## config.mk

```make
export PLATFORM = sky130hd
export DESIGN_NAME = content_length_message_deframer
export DESIGN_NICKNAME = d
export VERILOG_FILES = /design/src/hdl/cld_pkg.sv /design/src/hdl/cld_front.sv /design/src/hdl/cld_queue.sv /design/src/hdl/cld_back.sv /design/src/hdl/content_length_message_deframer.sv
export SDC_FILE = /design/constraint.sdc
export NUM_CORES = 1
export LEC_CHECK = 0
export BUFFER_PORTS_ARGS = -buffer_cell sky130_fd_sc_hd__buf_2
export CORE_MARGIN = 2
export CORE_UTILIZATION = 60
export DETAILED_ROUTE_END_ITERATION = 10
export PLACE_DENSITY = 0.79
export RECOVER_POWER = 25
export SLEW_MARGIN = 25
export SYNTH_ARGS = -nofsm -noshare
export SYNTH_HDL_FRONTEND = slang
export SYNTH_SLANG_ARGS = --single-unit
```

## constraint.sdc

```tcl
create_clock -name clock -period 9.8 [get_ports clock]
set_input_delay 0.49 -clock clock [delete_from_list [all_inputs] [get_ports clock]]
set_output_delay 0.49 -clock clock [all_outputs]
set_load 0.02 [all_outputs]
```

## src/hdl/cld_pkg.sv

```systemverilog
// shared types, constants and lookup functions for the content-length deframer
`timescale 1ns / 1ps
package cld_pkg;

   localparam int LENGTH_BITS = 24;
   localparam int ACC_W       = LENGTH_BITS + 1;
   localparam int PROD_W      = ACC_W + 4;
   localparam logic [ACC_W-1:0] ACC_LIMIT = ACC_W'(1) << LENGTH_BITS;

   localparam int KW_LEN  = 15;
   localparam int KW_W    = 4;
   localparam int SEP_W   = 2;

   localparam int QUEUE_DEPTH = 4;
   localparam int QPTR_W      = $clog2(QUEUE_DEPTH);
   localparam int QCNT_W      = QPTR_W + 1;

   localparam logic [7:0] CHAR_CR    = 8'h0D;
   localparam logic [7:0] CHAR_LF    = 8'h0A;
   localparam logic [7:0] CHAR_SPACE = 8'h20;
   localparam logic [7:0] CHAR_TAB   = 8'h09;
   localparam logic [7:0] CHAR_MINUS = 8'h2D;
   localparam logic [7:0] CHAR_ZERO  = 8'h30;
   localparam logic [7:0] CHAR_NINE  = 8'h39;
   localparam logic [7:0] CHAR_UPPER_C = 8'h43;

   typedef enum logic [1:0] {
      KIND_BODY  = 2'd0,
      KIND_EMPTY = 2'd1,
      KIND_ERROR = 2'd2
   } kind_type;

   typedef enum logic {
      PHASE_HEADER = 1'b0,
      PHASE_BODY   = 1'b1
   } phase_type;

   typedef enum logic [2:0] {
      VS_SEEK   = 3'd0,
      VS_BLANKS = 3'd1,
      VS_MINUS  = 3'd2,
      VS_POS    = 3'd3,
      VS_NEG    = 3'd4,
      VS_OK     = 3'd5,
      VS_BAD    = 3'd6
   } value_state_type;

   // one classified request byte as it sits in the queue
   typedef struct packed {
      logic [7:0] data;
      logic       is_digit;
      logic       is_blank;
      logic       is_minus;
      logic       is_cr;
      logic       is_upper_c;
   } entry_type;

   // "Content-Length:" by position
   function automatic logic [7:0] kw_char(input logic [KW_W-1:0] idx);
      logic [7:0] ch;
      begin
         unique case (idx)
            4'd0:    ch = 8'h43; // C
            4'd1:    ch = 8'h6F; // o
            4'd2:    ch = 8'h6E; // n
            4'd3:    ch = 8'h74; // t
            4'd4:    ch = 8'h65; // e
            4'd5:    ch = 8'h6E; // n
            4'd6:    ch = 8'h74; // t
            4'd7:    ch = 8'h2D; // -
            4'd8:    ch = 8'h4C; // L
            4'd9:    ch = 8'h65; // e
            4'd10:   ch = 8'h6E; // n
            4'd11:   ch = 8'h67; // g
            4'd12:   ch = 8'h74; // t
            4'd13:   ch = 8'h68; // h
            4'd14:   ch = 8'h3A; // :
            default: ch = 8'h00;
         endcase
         return ch;
      end
   endfunction

   // CR LF CR LF by position
   function automatic logic [7:0] sep_char(input logic [SEP_W-1:0] idx);
      return idx[0] ? CHAR_LF : CHAR_CR;
   endfunction

endpackage

```

## src/hdl/cld_front.sv

```systemverilog
// front end: request handshake and byte classification into the queue
`timescale 1ns / 1ps
module cld_front (
   input  logic                 req_valid,
   output logic                 req_ready,
   input  logic [7:0]           req_stream_byte,
   input  logic                 queue_full,
   output logic                 push,
   output cld_pkg::entry_type   push_entry
);
   import cld_pkg::*;

   assign req_ready = !queue_full;
   assign push      = req_valid && !queue_full;

   always_comb begin
      push_entry.data       = req_stream_byte;
      push_entry.is_digit   = (req_stream_byte >= CHAR_ZERO) && (req_stream_byte <= CHAR_NINE);
      push_entry.is_blank   = (req_stream_byte == CHAR_SPACE) || (req_stream_byte == CHAR_TAB);
      push_entry.is_minus   = (req_stream_byte == CHAR_MINUS);
      push_entry.is_cr      = (req_stream_byte == CHAR_CR);
      push_entry.is_upper_c = (req_stream_byte == CHAR_UPPER_C);
   end

endmodule

```

## src/hdl/cld_queue.sv

```systemverilog
// short queue of classified bytes between front and back
`timescale 1ns / 1ps
module cld_queue (
   input  logic                 clock,
   input  logic                 reset,
   input  logic                 push,
   input  cld_pkg::entry_type   push_entry,
   output logic                 full,
   input  logic                 pop,
   output logic                 head_valid,
   output cld_pkg::entry_type   head_entry
);
   import cld_pkg::*;

   entry_type          slot_ff [QUEUE_DEPTH];
   logic [QPTR_W-1:0]  wr_ptr_ff, wr_ptr_in;
   logic [QPTR_W-1:0]  rd_ptr_ff, rd_ptr_in;
   logic [QCNT_W-1:0]  count_ff, count_in;

   assign full       = (count_ff == QCNT_W'(QUEUE_DEPTH));
   assign head_valid = (count_ff != '0);
   assign head_entry = slot_ff[rd_ptr_ff];

   always_comb begin
      wr_ptr_in = push ? wr_ptr_ff + QPTR_W'(1) : wr_ptr_ff;
      rd_ptr_in = pop  ? rd_ptr_ff + QPTR_W'(1) : rd_ptr_ff;
      count_in  = count_ff + QCNT_W'(push) - QCNT_W'(pop);
   end

   always_ff @(posedge clock) begin
      if (reset) begin
         wr_ptr_ff <= '0;
         rd_ptr_ff <= '0;
         count_ff  <= '0;
      end else begin
         wr_ptr_ff <= wr_ptr_in;
         rd_ptr_ff <= rd_ptr_in;
         count_ff  <= count_in;
      end
   end

   always_ff @(posedge clock) begin
      if (push) begin
         slot_ff[wr_ptr_ff] <= push_entry;
      end
   end

endmodule

```

## src/hdl/cld_back.sv

```systemverilog
// back end: header parsing, body pass-through and the response register
`timescale 1ns / 1ps
module cld_back (
   input  logic                            clock,
   input  logic                            reset,
   input  logic                            head_valid,
   input  cld_pkg::entry_type              head_entry,
   output logic                            pop,
   input  logic                            csr_write_enable,
   input  logic [cld_pkg::LENGTH_BITS-1:0] csr_write_data,
   output logic                            rsp_valid,
   input  logic                            rsp_ready,
   output logic [1:0]                      rsp_result_kind,
   output logic [7:0]                      rsp_body_byte,
   output logic                            rsp_last_of_body,
   output logic [cld_pkg::LENGTH_BITS-1:0] rsp_announced_length
);
   import cld_pkg::*;

   // parser state
   phase_type               phase_ff, phase_in;
   logic [SEP_W-1:0]        sep_ff, sep_in;
   logic [KW_W-1:0]         kw_ff, kw_in;
   value_state_type         vs_ff, vs_in;
   logic [ACC_W-1:0]        acc_ff, acc_in;
   logic [LENGTH_BITS-1:0]  rem_ff, rem_in;
   logic [LENGTH_BITS-1:0]  max_ff, max_in;

   // response register
   logic                    out_valid_ff, out_valid_in;
   kind_type                out_kind_ff, out_kind_in;
   logic [7:0]              out_byte_ff, out_byte_in;
   logic                    out_last_ff, out_last_in;
   logic [LENGTH_BITS-1:0]  out_len_ff, out_len_in;

   // per-byte update terms
   logic [PROD_W-1:0]       prod;
   logic [ACC_W-1:0]        acc_dig;
   value_state_type         vs_upd;
   logic [KW_W-1:0]         kw_upd;
   logic [ACC_W-1:0]        acc_upd;
   logic [SEP_W-1:0]        sep_upd;
   logic                    sep_done;
   logic                    hdr_err;
   logic                    hdr_empty;
   logic                    body_last;

   // result of the byte at the queue head
   logic                    res_valid;
   kind_type                res_kind;
   logic [7:0]              res_byte;
   logic                    res_last;
   logic [LENGTH_BITS-1:0]  res_len;

   assign pop = head_valid && (!out_valid_ff || rsp_ready);

   // value field, keyword and separator tracking
   always_comb begin
      prod = (PROD_W'(acc_ff) << 3) + (PROD_W'(acc_ff) << 1)
           + PROD_W'(head_entry.data[3:0]);
      acc_dig = (prod > PROD_W'(ACC_LIMIT)) ? ACC_LIMIT : prod[ACC_W-1:0];

      vs_upd  = vs_ff;
      kw_upd  = kw_ff;
      acc_upd = acc_ff;
      unique case (vs_ff)
         VS_SEEK: begin
            if (head_entry.data == kw_char(kw_ff)) begin
               kw_upd = kw_ff + KW_W'(1);
            end else begin
               kw_upd = head_entry.is_upper_c ? KW_W'(1) : '0;
            end
            if (kw_upd == KW_W'(KW_LEN)) begin
               vs_upd = VS_BLANKS;
            end
         end
         VS_BLANKS: begin
            priority if (head_entry.is_blank) begin
               vs_upd = VS_BLANKS;
            end else if (head_entry.is_digit) begin
               vs_upd  = VS_POS;
               acc_upd = acc_dig;
            end else if (head_entry.is_minus) begin
               vs_upd = VS_MINUS;
            end else begin
               vs_upd = VS_BAD;
            end
         end
         VS_MINUS: begin
            if (head_entry.is_digit) begin
               vs_upd  = VS_NEG;
               acc_upd = acc_dig;
            end else begin
               vs_upd = VS_BAD;
            end
         end
         VS_POS: begin
            if (head_entry.is_digit) begin
               acc_upd = acc_dig;
            end else begin
               vs_upd = VS_OK;
            end
         end
         VS_NEG: begin
            if (head_entry.is_digit) begin
               acc_upd = acc_dig;
            end else begin
               vs_upd = (acc_ff == '0) ? VS_OK : VS_BAD;
            end
         end
         VS_OK:   vs_upd = VS_OK;
         default: vs_upd = VS_BAD;
      endcase

      if (head_entry.data == sep_char(sep_ff)) begin
         sep_upd = sep_ff + SEP_W'(1);
      end else begin
         sep_upd = head_entry.is_cr ? SEP_W'(1) : '0;
      end
      sep_done  = (sep_ff == SEP_W'(3)) && (head_entry.data == CHAR_LF);
      hdr_err   = (vs_upd != VS_OK) || (acc_upd > {1'b0, max_ff});
      hdr_empty = (acc_upd == '0);
      body_last = (rem_ff[LENGTH_BITS-1:1] == '0);
   end

   // next state
   always_comb begin
      phase_in = phase_ff;
      sep_in   = sep_ff;
      kw_in    = kw_ff;
      vs_in    = vs_ff;
      acc_in   = acc_ff;
      rem_in   = rem_ff;
      max_in   = csr_write_enable ? csr_write_data : max_ff;
      if (pop) begin
         unique case (phase_ff)
            PHASE_BODY: begin
               if (body_last) begin
                  phase_in = PHASE_HEADER;
                  acc_in   = '0;
                  rem_in   = '0;
               end else begin
                  rem_in = rem_ff - LENGTH_BITS'(1);
               end
            end
            PHASE_HEADER: begin
               vs_in  = vs_upd;
               kw_in  = kw_upd;
               acc_in = acc_upd;
               sep_in = sep_upd;
               if (sep_done) begin
                  sep_in = '0;
                  kw_in  = '0;
                  vs_in  = VS_SEEK;
                  if (hdr_err || hdr_empty) begin
                     acc_in = '0;
                     rem_in = '0;
                  end else begin
                     phase_in = PHASE_BODY;
                     rem_in   = acc_upd[LENGTH_BITS-1:0];
                  end
               end
            end
            default: phase_in = PHASE_HEADER;
         endcase
      end
   end

   // result of the current byte
   always_comb begin
      res_valid = 1'b0;
      res_kind  = KIND_BODY;
      res_byte  = '0;
      res_last  = 1'b0;
      res_len   = '0;
      unique case (phase_ff)
         PHASE_BODY: begin
            res_valid = 1'b1;
            res_byte  = head_entry.data;
            res_last  = body_last;
            res_len   = acc_ff[LENGTH_BITS-1:0];
         end
         PHASE_HEADER: begin
            if (sep_done) begin
               priority if (hdr_err) begin
                  res_valid = 1'b1;
                  res_kind  = KIND_ERROR;
               end else if (hdr_empty) begin
                  res_valid = 1'b1;
                  res_kind  = KIND_EMPTY;
                  res_last  = 1'b1;
               end else begin
                  res_valid = 1'b0;
               end
            end
         end
         default: res_valid = 1'b0;
      endcase
   end

   // response register loads when the head byte leaves the queue and yields a result
   always_comb begin
      out_valid_in = out_valid_ff && !rsp_ready;
      out_kind_in  = out_kind_ff;
      out_byte_in  = out_byte_ff;
      out_last_in  = out_last_ff;
      out_len_in   = out_len_ff;
      if (pop && res_valid) begin
         out_valid_in = 1'b1;
         out_kind_in  = res_kind;
         out_byte_in  = res_byte;
         out_last_in  = res_last;
         out_len_in   = res_len;
      end
   end

   always_ff @(posedge clock) begin
      if (reset) begin
         phase_ff     <= PHASE_HEADER;
         sep_ff       <= '0;
         kw_ff        <= '0;
         vs_ff        <= VS_SEEK;
         acc_ff       <= '0;
         rem_ff       <= '0;
         max_ff       <= '1;
         out_valid_ff <= 1'b0;
      end else begin
         phase_ff     <= phase_in;
         sep_ff       <= sep_in;
         kw_ff        <= kw_in;
         vs_ff        <= vs_in;
         acc_ff       <= acc_in;
         rem_ff       <= rem_in;
         max_ff       <= max_in;
         out_valid_ff <= out_valid_in;
      end
   end

   always_ff @(posedge clock) begin
      out_kind_ff <= out_kind_in;
      out_byte_ff <= out_byte_in;
      out_last_ff <= out_last_in;
      out_len_ff  <= out_len_in;
   end

   assign rsp_valid            = out_valid_ff;
   assign rsp_result_kind      = out_kind_ff;
   assign rsp_body_byte        = out_byte_ff;
   assign rsp_last_of_body     = out_last_ff;
   assign rsp_announced_length = out_len_ff;

   a_body_count_nonzero : assert property (@(posedge clock) disable iff (reset)
      (phase_ff == PHASE_BODY) |-> (rem_ff != '0))
      else $error("body phase with no bytes remaining");

   a_last_body_ends : assert property (@(posedge clock) disable iff (reset)
      (pop && (phase_ff == PHASE_BODY) && body_last) |=> (phase_ff == PHASE_HEADER))
      else $error("body phase did not end after its last byte");

   a_error_fields : assert property (@(posedge clock) disable iff (reset)
      (out_valid_ff && (out_kind_ff == KIND_ERROR)) |->
         (!out_last_ff && (out_len_ff == '0) && (out_byte_ff == '0)))
      else $error("header error response carries data");

   a_empty_fields : assert property (@(posedge clock) disable iff (reset)
      (out_valid_ff && (out_kind_ff == KIND_EMPTY)) |-> (out_last_ff && (out_len_ff == '0)))
      else $error("empty message response malformed");

endmodule

```

## src/hdl/content_length_message_deframer.sv

```systemverilog
// top level of the content-length message deframer
`timescale 1ns / 1ps
// a request byte is registered in the queue and then in the response register before any response it yields shows
// throughput: one request byte per clock while the queue has room, set by the parser update in the back end
// a four-entry queue between front and back takes up to four requests during a response stall,
// after that req_ready drops until the response side moves again
// reset: synchronous, active high; clears the parser to header search, empties the queue,
// drops any pending response and sets the maximum body length to all ones
module content_length_message_deframer (
   input  logic                            clock,
   input  logic                            reset,
   // request channel: one raw stream byte per request
   input  logic                            req_valid,
   output logic                            req_ready,
   input  logic [7:0]                      req_stream_byte,
   // response channel
   output logic                            rsp_valid,
   input  logic                            rsp_ready,
   output logic [1:0]                      rsp_result_kind,
   output logic [7:0]                      rsp_body_byte,
   output logic                            rsp_last_of_body,
   output logic [cld_pkg::LENGTH_BITS-1:0] rsp_announced_length,
   // maximum body length register
   input  logic                            csr_write_enable,
   input  logic [cld_pkg::LENGTH_BITS-1:0] csr_write_data
);
   import cld_pkg::*;

   // front to queue
   logic       push;
   entry_type  push_entry;
   logic       queue_full;

   // queue to back
   logic       pop;
   logic       head_valid;
   entry_type  head_entry;

   // front: takes a request whenever the queue has room and tags the byte
   // with the character classes the parser needs
   cld_front u_front (
      .req_valid       (req_valid),
      .req_ready       (req_ready),
      .req_stream_byte (req_stream_byte),
      .queue_full      (queue_full),
      .push            (push),
      .push_entry      (push_entry)
   );

   // decoupling queue, so a stalled response side does not stop requests at once
   cld_queue u_queue (
      .clock      (clock),
      .reset      (reset),
      .push       (push),
      .push_entry (push_entry),
      .full       (queue_full),
      .pop        (pop),
      .head_valid (head_valid),
      .head_entry (head_entry)
   );

   // back: keyword search, length parse, separator detect, body pass-through
   // and the response register
   cld_back u_back (
      .clock                (clock),
      .reset                (reset),
      .head_valid           (head_valid),
      .head_entry           (head_entry),
      .pop                  (pop),
      .csr_write_enable     (csr_write_enable),
      .csr_write_data       (csr_write_data),
      .rsp_valid            (rsp_valid),
      .rsp_ready            (rsp_ready),
      .rsp_result_kind      (rsp_result_kind),
      .rsp_body_byte        (rsp_body_byte),
      .rsp_last_of_body     (rsp_last_of_body),
      .rsp_announced_length (rsp_announced_length)
   );

endmodule

```

==> results of run 1 <==
[worst min-delay path by stage]
stage / slack [ps] / endpoint / depth (start not counted) / startpoint
floorplan: 440 / u_back.sep_ff[1] / 2 / u_back.sep_ff[1]
global placement: 440 / u_back.sep_ff[1] / 2 / u_back.sep_ff[1]
detailed placement: 460 / u_back.sep_ff[1] / 2 / u_back.sep_ff[1]
CTS: 250 / u_back.max_ff[0] / 3 / csr_write_data[0]
global route: 250 / u_back.max_ff[0] / 3 / csr_write_data[0]
finish: 260 / u_back.max_ff[18] / 3 / csr_write_data[18]
[power breakdown]
group | internal, mW | total [mW] | switching, mW
combinational | 0.166 | 0.452 | 0.286
sequential | 0.872 | 0.915 | 0.0425
clock | 0.374 | 0.728 | 0.353
total | 1.41 | 2.09 | 0.681
[cell type report]
cell class	instances	area, µm²	area share [%]
Sequential cell	187	4614	36.13
Clock buffer	17	425.4	3.331
Inverter	61	229.0	1.793
Antenna cell	1	2.502	0.01959
Clock inverter	15	202.7	1.587
Multi-Input combinational cell	949	6524	51.08
Timing Repair Buffer	84	449.2	3.517
Tap cell	260	325.3	2.547
[sequential cells by signal, indices dropped and copies added (netlist names), 2 cells and up, named ones only]
signal                       flops
u_queue.slot_ff                 52
u_back.acc_ff                   25
u_back.max_ff                   24
u_back.rem_ff                   24
u_back.rsp_announced_length     24
u_back.rsp_body_byte             8
u_back.kw_ff                     4
u_back.vs_ff                     3
u_queue.count_ff                 3
u_back.rsp_result_kind           2
u_back.sep_ff                    2
u_queue.rd_ptr_ff                2
u_queue.wr_ptr_ff                2
[placed cells by master (no fill, tap or decap), types with 17 or more instances in the layout]
cell,Yosys,final
and2_1,43,32
ha_1,87,87
xnor2_1,24,24
nor2_1,99,99
a22o_1,17,17
inv_1,59,59
a21o_1,24,24
o21ai_0,75,73
a21oi_1,64,62
nand3_1,20,20
buf_2,16,64
edfxtp_1,87,87
o211ai_1,30,30
nor3_1,30,29
nand2_1,151,151
a22oi_1,30,30
dfxtp_1,100,100
clkbuf_16,0,17
[metal layers]
metal  global-route usage [%]  routed length (µm)  part of all wire, %
met2                    49.32               14710                   45
met3                    5.765                2975                  9.1
met1                    46.02               14300                   44
met4                    10.32                 809                  2.5
met5                        0                   0                    0
[worst reg2reg max path: cells and delay by family (launching register included)]
family          cells  cell delay (ps)
mux                 1              550
compound gates     12             2670
buf+inv             3              520
fa+ha+maj           3              950
flops               1              540
simple gates        8             2930
[cells by family after synthesis]
logic type      count (synthesis)  share of synthesized area (%)
simple gates                  443                          18.50
buf+inv                       130                          4.595
mux                            21                          3.103
fa+ha+maj                      90                          9.856
compound gates                358                          21.57
flops                         187                          39.60
xor+xnor                       37                          2.781
==> metrics.yaml, run 1 <==
drt:
  wl_per_cell_um: 20.84
  drtAntennaViolNets: 0
  wirelength_um: 32800
  drc: 0
  detail_route.iter0.violations: 1022
  dr.pass1.iters: 5
  viasPerCell: 6.526
  via_count: 10270
layout:
  area_delta_synth_final_pct: 9.598
  final_cell_area_um2: 12770
  postLayoutCoreUtil_pct: 67.60
  finalNetCount: 1427
  final_layout_size_suffix_gt1_share_pct: 10.51
  fillers: 1513
  finalNonFillerCells: 1574
setup_path:
  crit_path_start_kind: "register"
  cp_max_fo: 22
  critPathRequiredTime_ps: 10160
  path_buf_inv: 3
  critPathSlowestCell: "and3_1"
  r2r_setup_slack_ps: 1540
  critPathArrivalTime_ps: 8620
  critPathTopFamily: "simple AND/OR/NAND/NOR gates"
  slowest_delay_ps: 730
  crit_path_frequent_cell: "o21a_1"
  cp-endpoint: "u_back.acc_ff[9]"
  rr_worst_depth: 27
  endpoint_kind: "register"
  crit_cells: 27
  reg2reg_to: "u_back.acc_ff[9]"
  timing_worst_setup_path_type: "register to register"
logic_synthesis:
  synthArstFlopShare_pct: 0
  synthTopCellsByArea: "edfxtp_1 (22%), dfxtp_1 (17%), ha_1 (9.3%)"
  seq_area_frac_synth_pct: 39.60
  syn_area_per_cell_um2: 9.205
  synth_edf_count: 87
  synth_cell_type_count: 87
  synthCells: 1266
  syn-num-nets: 1393
  synth_flop_cell: "dfxtp_1"
  synthTopCellsByCount: "nand2_1 (151), dfxtp_1 (100), nor2_1 (99)"
  synth_top_cell_area_share_pct: 22.42
  synth_warnings: 0
  synth_largest_area_cell: "edfxtp_1"
  yosysMostFrequentCell: "nand2_1"
  syn_area_um2: 11650
  synth_seq_cells: 187
power:
  power_mw: 2.094
  p_per_area_nw_per_um2: 164.0
  leakagePower_nw: 5.330
  peakVddDrop_uv: 144.7
clocking:
  htreeDepth: 4
  postCtsSetupBuffers: 0
  cts.hold.buffers_added: 0
  root_buffer: "clkbuf_16"
  cts_tree: "done"
  post_cts_resized: 0
  clock_sinks: 187
  clockBufferDepth: 2
  numCtsBuffers: 17
  clk_latency_ps: 450
  path_clk_slew_ps: 80
timing:
  worst_pin_slew_ps: 1921
  fmax_mhz: 121.1
  slew_headroom_pct: -28.05
  maxSlewViolCount: 83
  clock_skew_ps: 14.90
  setup_viol: 0
  fin_tns_setup_ps: 0
  setup_ws_ps: 1541
  fin_hold_ws_ps: 256.1
  hold_violations: 0
  period_share_pct: 84.28
  period_minus_slack_ps: 8259
  rsz0062_at_grt: "false"
global_route:
  grt_overflow: 0
  grt_first_pass_wirelength_um: 50980
  grt_pass1_vias: 9382
  grt_max_degree: 48
  grt_antenna_before_repair: 0
  grt_use_total_pct: 32.05
flow_run:
  drv_cap: 2
place:
  dp.cells: 1540
  port_buffers: 73
  pre_cts_slack_ps: 1681
  place_area_um2: 12130
  gp_congestion: 1.035
  hpwl_um: 23430
floorplanning:
  rows: 50
  die_w_um: 143.4
  ios: 74
  core-area_um2: 18890
  chipHeight_um: 143.4
  die_area_um2: 20550
  initial_core_util_pct: 61.68
min_path:
  hold_path_class: "input pin to register"
run_status:
  outcome: "finished with violations"
  violations: "capacitance limit, slew limit"
Power figures use the tool's default switching activity.
==> inputs of run 2 (changes only) <==
==> constraint.sdc (replaced) <==
create_clock -name clock -period 8.1 [get_ports clock]
set_input_delay 0.405 -clock clock [delete_from_list [all_inputs] [get_ports clock]]
set_output_delay 0.405 -clock clock [all_outputs]
set_load 0.02 [all_outputs]
==> metrics.yaml, run 2 (synthesis results as in run 1) <==
setup_path:
  critPathArrivalTime_ps: 7770  # was 8620 ps
  rr_worst_depth: 27  # unchanged
  crit_path_start_kind: "register"  # unchanged
  timing_worst_setup_path_type: "register to register"  # unchanged
  cp_max_fo: 20  # was 22
  critPathRequiredTime_ps: 8250  # was 10160 ps
  endpoint_kind: "register"  # unchanged
power:
  p_switching_mw: 0.8645  # was 0.6813 mW
  netSwitchingFraction_pct: 33.74  # was 32.53%
  peakVddDrop_uv: 180.3  # was 144.7 µV
  combPwrFrac_pct: 21.8  # was 21.6%
  clkPwrFrac_pct: 35.3  # was 34.7%
  p_per_area_nw_per_um2: 198.4  # was 164.0 nW/µm²
  leakagePower_nw: 5.420  # was 5.330 nW
  p_seq_share_pct: 42.8  # was 43.7%
  p_int_mw: 1.698  # was 1.413 mW
drt:
  via_count: 10410  # was 10.27k
  viasPerCell: 6.547  # was 6.526
  wirelength_um: 33300  # was 32800 µm
  drtAntennaViolNets: 0  # unchanged
  dr.pass1.iters: 6  # was 5
  wl_per_cell_um: 20.94  # was 20.84 µm
  detail_route.iter0.violations: 1008  # was 1022
  drc: 0  # unchanged
flow_run:
  drv_cap: 2  # unchanged
run_status:
  outcome: "finished with violations"  # unchanged
  violations: "capacitance limit, slew limit"  # unchanged
floorplanning:
  rows: 50  # unchanged
  initial_core_util_pct: 61.68  # unchanged
  ios: 74  # unchanged
  die_area_um2: 20550  # unchanged
  core-area_um2: 18890  # unchanged
  chipHeight_um: 143.4  # unchanged
  die_w_um: 143.4  # unchanged
clocking:
  postCtsSetupBuffers: 0  # unchanged
  root_buffer: "clkbuf_16"  # unchanged
  post_cts_resized: 0  # unchanged
  numCtsBuffers: 17  # unchanged
  clock_sinks: 187  # unchanged
  cts.hold.buffers_added: 0  # unchanged
  htreeDepth: 4  # unchanged
  clockBufferDepth: 2  # unchanged
  path_clk_slew_ps: 80  # about the same
  clk_latency_ps: 450  # about the same
  cts_tree: "done"  # unchanged
layout:
  final_common_cell: "nand2_1"  # unchanged
  largest_register_ffs: 52  # unchanged
  fillers: 1484  # was 1513
  postLayoutCoreUtil_pct: 68.34  # was 67.60%
  n_antenna_cell: 0  # was 1
  final_layout_size_suffix_gt1_share_pct: 11.65  # was 10.51%
  reg_top3: "u_queue.slot_ff x52, u_back.acc_ff x25"  # unchanged
  final_cell_mix: "nand2_1 (151), dfxtp_1 (100), nor2_1 (99)"  # unchanged
  top_register: "u_queue.slot_ff"  # unchanged
  area_delta_synth_final_pct: 10.80  # was 9.598%
  finalNetCount: 1444  # was 1427
global_route:
  grt_max_degree: 48  # unchanged
  grt_antenna_before_repair: 0  # unchanged
  grt_pass1_vias: 9608  # was 9382
  grt_use_total_pct: 32.64  # was 32.05%
  grt_first_pass_wirelength_um: 51670  # was 50980 µm
  grt_overflow: 0  # unchanged
min_path:
  min_path_cells: 3  # unchanged
  hold_path_class: "input pin to register"  # unchanged
timing:
  clock_skew_ps: 15.11  # was 14.90 ps
  setup_viol: 0  # unchanged
  slew_headroom_pct: -34.86  # was -28.05%
  period_minus_slack_ps: 7615  # was 8259 ps
  period_share_pct: 94.01  # was 84.28%
  rsz0062_at_grt: "false"  # unchanged
  hold_violations: 0  # unchanged
  worst_pin_slew_ps: 2023  # was 1921 ps
  maxSlewViolCount: 83  # unchanged
  fmax_mhz: 131.3  # was 121.1 MHz
  fin_tns_setup_ps: 0  # unchanged
place:
  port_buffers: 73  # unchanged
  gp_congestion: 1.038  # was 1.035
  hpwl_um: 24180  # was 23430 µm
## run 2: cell count changes in the layout (fill, tap and decap cells not counted), moves of 2 or more
cell	delta
buf_4	+17
and2_0	+4
and2_1	-4
inv_12	+4
inv_8	-3
clkinv_4	-2
## run 2: worst paths after layout
| path | slack [ps] | start | end |
|---|---|---|---|
| worst min-delay path | 170 | csr_write_data[21] | u_back.max_ff[21] |
| worst min register to register | 460 | u_back.sep_ff[1] | u_back.sep_ff[1] |
| worst max-delay path | 490 | register | u_back.rsp_announced_length[4] |
| worst max register to register | 490 | register | u_back.rsp_announced_length[4] |
## run 2: area by class of cell
type	instances	area [µm²]	share of cell area, %
tap	260	325.3	2.519
inverter	61	229.0	1.773
sequential	187	4614	35.74
clock buffer	17	425.4	3.295
clock inverter	15	222.7	1.725
timing repair buffer	101	564.3	4.370
multi-input combinational	949	6531	50.58
## run 2: metal layers
metal / vias to the layer above / routed length [µm] / part of all wire, % / track usage (%)
li1: 4814 / - / - / -
met1: 4910 / 14080 / 42 / 45.68
met2: 588 / 14840 / 45 / 50.40
met3: 97 / 3216 / 9.7 / 6.131
met4: 0 / 1173 / 3.5 / 12.64
met5: - / 0 / 0 / 0
## run 2: power by group through the flow
stage          clock (mW)  combinational, mW  sequential, mW
3_5_place_dp            0              0.543            1.12
2_1_floorplan           0              0.402            1.10
6_report            0.905              0.560            1.10
4_1_cts             0.909              0.553            1.10
3_3_place_gp            0              0.523            1.11
5_1_grt             0.939              0.613            1.11
## run 2: through the flow
stage	hold slack, ps	total power [mW]	instances	worst slack, ps	area, µm²
detailed placement	451.7	1.661	1557	478.7	12260
finish	170.6	2.562	1590	485.5	12910
global placement	444.6	1.637	1557	565.5	12260
floorplan	435.6	1.505	1266	719.8	11660
CTS	167.8	2.558	1589	423.7	12910
global route	178.0	2.657	1590	114.8	12910
## run 2: critical path, stage by stage, from the launching register on
cell	delay (ps)
dfxtp_1	580
mux4_2	590
inv_1	150
fa_1	460
inv_1	90
ha_1	240
a211oi_1	490
nor4b_1	150
o21a_1	240
o31a_1	250
a211oi_1	250
a221o_1	340
or2_1	420
nor3_2	70
buf_4	210
a22o_2	270
ha_1	310
nor2b_1	140
o21a_1	120
o21a_1	100
o21a_1	100
o21a_1	110
o21ai_0	70
a21oi_1	210
and4bb_1	280
and2_1	210
a21oi_4	590
buf_8	250
